**config.mk**
```make
export PLATFORM = sky130hd
export DESIGN_NAME = tnsl_ctrl
export DESIGN_NICKNAME = d
export VERILOG_FILES = /design/src/rtl/tnsl_pkg.sv /design/src/rtl/tnsl_ctrl.sv
export SDC_FILE = /design/constraint.sdc
export NUM_CORES = 1
export LEC_CHECK = 0
export BUFFER_PORTS_ARGS = -buffer_cell sky130_fd_sc_hd__buf_2
export CAP_MARGIN = 30
export CORE_MARGIN = 2
export CORE_UTILIZATION = 40
export DETAILED_ROUTE_END_ITERATION = 7
export GPL_TIMING_DRIVEN = 0
export PLACE_DENSITY = 0.76
export SYNTH_ARGS = -nofsm -noshare
export SYNTH_HDL_FRONTEND = slang
export SYNTH_SLANG_ARGS = --single-unit
```
**constraint.sdc**
```tcl
create_clock -name i_clk -period 1.3 [get_ports i_clk]
set_clock_uncertainty 0.05 [all_clocks]
set_input_delay 0.065 -clock i_clk [delete_from_list [all_inputs] [get_ports i_clk]]
set_output_delay 0.065 -clock i_clk [all_outputs]
set_load 0.01 [all_outputs]
```
**src/rtl/tnsl_pkg.sv**
```systemverilog
// ----------------------------------------------------------------------------
// Table-of-contents name lookup: shared package
// Entry layout, control and status groups, and result codes used by the
// controller, the datapath and the name matcher.
// ----------------------------------------------------------------------------
package tnsl_pkg;

    // Names are carried as 12 bytes packed as {name_high, name_low}.
    localparam int NAME_BITS = 96;

    // A start address of all ones marks the end of the table.
    localparam logic [31:0] END_MARK = 32'hFFFF_FFFF;

    // Result status codes.
    localparam logic [1:0] ST_FOUND   = 2'd0;
    localparam logic [1:0] ST_MISS    = 2'd1;
    localparam logic [1:0] ST_EMPTY   = 2'd2;
    localparam logic [1:0] ST_WRITTEN = 2'd3;

    // Item modes.
    localparam logic MODE_LOAD  = 1'b0;
    localparam logic MODE_QUERY = 1'b1;

    typedef struct packed {
        logic [31:0] start_address;
        logic [31:0] byte_size;
        logic [31:0] entry_flags;
        logic [31:0] alignment;
        logic [31:0] load_address;
        logic [63:0] name_low;
        logic [31:0] name_high;
    } t_entry;

    // Commands from the controller to the datapath.
    typedef struct packed {
        logic       capture;
        logic       wr_en;
        logic       rd_en;
        logic       emit;
        logic [1:0] status;
        logic [3:0] found_index;
    } t_cmd;

    // Status from the datapath to the controller.
    typedef struct packed {
        logic key_empty;
        logic hit;
        logic end_mark;
    } t_stat;

endpackage

```
**src/rtl/tnsl_ctrl.sv**
```systemverilog
// ----------------------------------------------------------------------------
// Table-of-contents name lookup: controller
// Sequences load items and the slot-by-slot scan of a query.
// ----------------------------------------------------------------------------
module tnsl_ctrl import tnsl_pkg::*; #(
    parameter  int TABLE_ENTRIES = 16,
    localparam int IDX_W         = (TABLE_ENTRIES > 1) ? $clog2(TABLE_ENTRIES) : 1
) (
    input  logic                     i_clk,
    input  logic                     i_rst_n,
    input  logic                     start,
    input  logic                     i_mode,
    input  t_stat                    i_stat,
    output logic                     busy,
    output t_cmd                     o_cmd,
    output logic [IDX_W-1:0]         o_rd_addr
);

    localparam logic [IDX_W-1:0] LAST_SLOT = IDX_W'(TABLE_ENTRIES - 1);

    localparam logic [1:0] S_IDLE = 2'd0;
    localparam logic [1:0] S_LOAD = 2'd1;
    localparam logic [1:0] S_KEY  = 2'd2;
    localparam logic [1:0] S_SCAN = 2'd3;

    logic [1:0]       r_state, n_state;
    logic [IDX_W-1:0] r_cmp, n_cmp;

    always_comb begin
        n_state   = r_state;
        n_cmp     = r_cmp;
        o_cmd     = '0;
        o_rd_addr = '0;
        unique case (r_state)
            S_IDLE: begin
                if (start) begin
                    o_cmd.capture = 1'b1;
                    n_state = (i_mode == MODE_LOAD) ? S_LOAD : S_KEY;
                end
            end
            S_LOAD: begin
                o_cmd.wr_en  = 1'b1;
                o_cmd.emit   = 1'b1;
                o_cmd.status = ST_WRITTEN;
                n_state      = S_IDLE;
            end
            S_KEY: begin
                if (i_stat.key_empty) begin
                    o_cmd.emit   = 1'b1;
                    o_cmd.status = ST_EMPTY;
                    n_state      = S_IDLE;
                end else begin
                    o_cmd.rd_en = 1'b1;
                    n_cmp       = '0;
                    n_state     = S_SCAN;
                end
            end
            S_SCAN: begin
                if (i_stat.end_mark) begin
                    o_cmd.emit   = 1'b1;
                    o_cmd.status = ST_MISS;
                    n_state      = S_IDLE;
                end else if (i_stat.hit) begin
                    o_cmd.emit        = 1'b1;
                    o_cmd.status      = ST_FOUND;
                    o_cmd.found_index = 4'(r_cmp);
                    n_state           = S_IDLE;
                end else if (r_cmp == LAST_SLOT) begin
                    o_cmd.emit   = 1'b1;
                    o_cmd.status = ST_MISS;
                    n_state      = S_IDLE;
                end else begin
                    o_cmd.rd_en = 1'b1;
                    o_rd_addr   = r_cmp + IDX_W'(1);
                    n_cmp       = r_cmp + IDX_W'(1);
                end
            end
            default: begin
                n_state = S_IDLE;
            end
        endcase
    end

    always_ff @(posedge i_clk) begin
        if (!i_rst_n) begin
            r_state <= S_IDLE;
            r_cmp   <= '0;
        end else begin
            r_state <= n_state;
            r_cmp   <= n_cmp;
        end
    end

    assign busy = (r_state != S_IDLE);

endmodule

```
==> results.sh <==
export IMPL_worst_pin_slew_ns=0.386
export IMPL_r2r_setup_slack_ns=-0.10
export IMPL_max_freq_ghz=0.672
export IMPL_drt_wirelength_per_cell_um=14.1
export IMPL_wirelength_um=1550
export IMPL_cellPowerDensity_nw_per_um2=582
export IMPL_worstSkewPairLatency_ns=0.25
export IMPL_fp_dieW_um=40.3
export IMPL_async_flop_share_pct=0
export IMPL_synth_distinct_cells=34
export IMPL_leakagePower_uw=0.000394
export IMPL_die_h_um=40.3
export IMPL_diodes=0
export IMPL_relSlewSlack_pct=74.2
export IMPL_rows=13
export IMPL_area_growth_pct=69.1
export IMPL_fin_area_um2=891
export IMPL_required_ns=1.19
export IMPL_ant_nets=0
export IMPL_peakVddDrop_mv=0.398
export IMPL_syn_nets=66
export IMPL_start_util_pct=41.5
export IMPL_place_area_um2=651
export IMPL_synth_area_um2=527
export IMPL_hpwl_um=871
export IMPL_grt_usage_pct=19.5
export IMPL_cts_sinks=6
export IMPL_critPathArrivalTime_ns=1.37
export IMPL_antenna_found_initial=0
export IMPL_synth_area_leader_cell="dfxtp_1"
export IMPL_synth_edf_count=0
export IMPL_io_buffers=20
export IMPL_vias=588
export IMPL_clock_path_buffers=2
export IMPL_root_buffer="clkbuf_4"
export IMPL_failed_checks="setup timing"
export IMPL_ys_ff_latch=6
export IMPL_reg2reg_from="r_cmp[0]$_SDFFE_PN0P_"
export IMPL_status="complete, but fails checks"
export IMPL_synth_area_top_cells="dfxtp_1, nand4bb_4, o32ai_4, and2_1, buf_6"
export IMPL_hold_viol=0
export IMPL_reg2reg_to="r_cmp[2]$_SDFFE_PN0P_"
export IMPL_yosysSeqAreaShare_pct=22.8
export IMPL_nNetsFinal=105
export IMPL_final_common_cell="buf_2"
export IMPL_critical_path_max_fanout=5
export IMPL_crit_path_end_kind="primary output"
export IMPL_path_class="flop to primary output"
export IMPL_setup_violations=17
export IMPL_drc=0
export IMPL_fp_dieArea_um2=1620
export IMPL_synthCells=58
export IMPL_finalPower_uw=519
export IMPL_tritoncts="yes"
export IMPL_post_route_period_util_pct=115
export IMPL_grt_pass1_wl_um=2040
export IMPL_final_cell_mix="buf_2, buf_4, buf_6"
export IMPL_cap_violations=0
export IMPL_rsz0062_at_grt="yes"
export IMPL_reg2regPathDepth=5
export IMPL_period_needed_ns=1.49
export IMPL_grt_pass1_vias=447
export IMPL_coreArea_um2=1270
export IMPL_worst_hold_startpoint="i_rst_n"
export IMPL_grt_ovfl_total=0
export IMPL_syn_area_per_cell_um2=9.08
export IMPL_synth_flop_cell="dfxtp_1"
export IMPL_crit_start="r_state[1]$_SDFFE_PN0P_"
export IMPL_gp_congestion=0.788
export IMPL_synth_top_area_share_pct=22.8
export IMPL_viasPerCell=5.35
export IMPL_hold_depth=3
export IMPL_layout_setup_ws_ns=-0.189
export IMPL_slew_violations=0
export IMPL_grt_max_degree=10
export IMPL_drive_gt1_share_pct=65.3
export IMPL_drt_pass1_iterations=4
export IMPL_fill_cells=102
export IMPL_yosys_warnings=0
export IMPL_cts_max_level=1
export IMPL_clk_pin_slew_ns=0.05
export IMPL_cts_buffers_inserted=3
export IMPL_min_delay_worst_endpoint="r_cmp[2]$_SDFFE_PN0P_"
export IMPL_critPathLaunchType="flop"
export IMPL_pin_count=22
export IMPL_drtIter0Drc=12
export IMPL_min_path_type="input port to flop"
==> registers in the layout, indices dropped and copies added (netlist names) <==
| name | cells |
|---|---|
| r_cmp | 4 |
| r_state | 2 |
==> area by class of cell <==
type,count,area (µm²),area share (%)
multi-input combinational,47,449,50.4
clock buffer,3,22.5,2.53
tap,15,18.8,2.11
buffer,3,26.3,2.95
inverter,2,7.51,0.843
timing repair buffer,34,235,26.4
sequential,6,131,14.7
==> routing by layer <==
layer | part of all wire [%] | global-route usage, % | vias to the layer above
li1 | - | - | 291
met1 | 44 | 26.3 | 276
met2 | 49 | 30.2 | 19
met3 | 5.6 | 3.89 | 2
met4 | 1.2 | 7.50 | 0
met5 | 0 | 0 | -
==> worst max path at each step <==
stage | end | slack, ns | cells after the start
2_1_floorplan | r_cmp[2]$_SDFFE_PN0P_ | -0.01 | 4
3_3_place_gp | r_cmp[2]$_SDFFE_PN0P_ | -0.1 | 4
3_5_place_dp | r_cmp[2]$_SDFFE_PN0P_ | -0.1 | 4
4_1_cts | o_cmd[6] | -0.18 | 5
5_1_grt | o_cmd[6] | -0.24 | 5
6_report | o_cmd[6] | -0.19 | 5
==> logic make-up after synthesis <==
kind of cell               share of synthesized area (%)
AOI/OAI and AO/OA                                   23.0
xor gates and xnor gates                            3.33
adders and majority gates                           2.37
buffers and inverters                               6.41
DFF                                                 22.8
and+or+nand+nor                                     42.0
==> per-stage QoR <==
stage	std cells	hold slack (ns)	util [%]	TNS [ns]	worst slack (ns)
floorplan	58	0.157	-	-0.0158	-0.0143
global placement	93	0.395	51.3	-0.190	-0.0978
detailed placement	93	0.403	51.3	-0.285	-0.0994
CTS	105	0.145	63.1	-1.32	-0.177
global route	110	0.183	70.2	-2.40	-0.238
finish	110	0.146	70.2	-1.57	-0.189
==> cells in the mapped netlist, drive strengths merged, types with 2 or more instances <==
cell	n
o2bb2ai	2
nor3	3
o21bai	2
inv	2
nand2	5
a21oi	3
and3	3
nor3b	2
dfxtp	6
o21a	2
buf	3
xnor2	2
and2	4
nor2	3
==> where the power goes <==
part,switching [µW],internal [µW]
sequential,3.15,185
clock,77.1,105
combinational,66.8,81.5
==> critical path, stage by stage (launching register included) <==
cell and delay [ns]:
dfxtp_2 0.34, buf_6 0.11, and2b_2 0.22, o21bai_4 0.16, o21bai_1 0.14, buf_2 0.13
==> timing repair <==
action,in CTS,in global routing
setup endpoints to repair,18,17
hold buffers,0,0
gates cloned,1,0
gates resized for setup,15,9
pin swaps,7,9
hold endpoints to repair,0,0
buffers inserted,8,5
(Power assumes the default switching activity.)
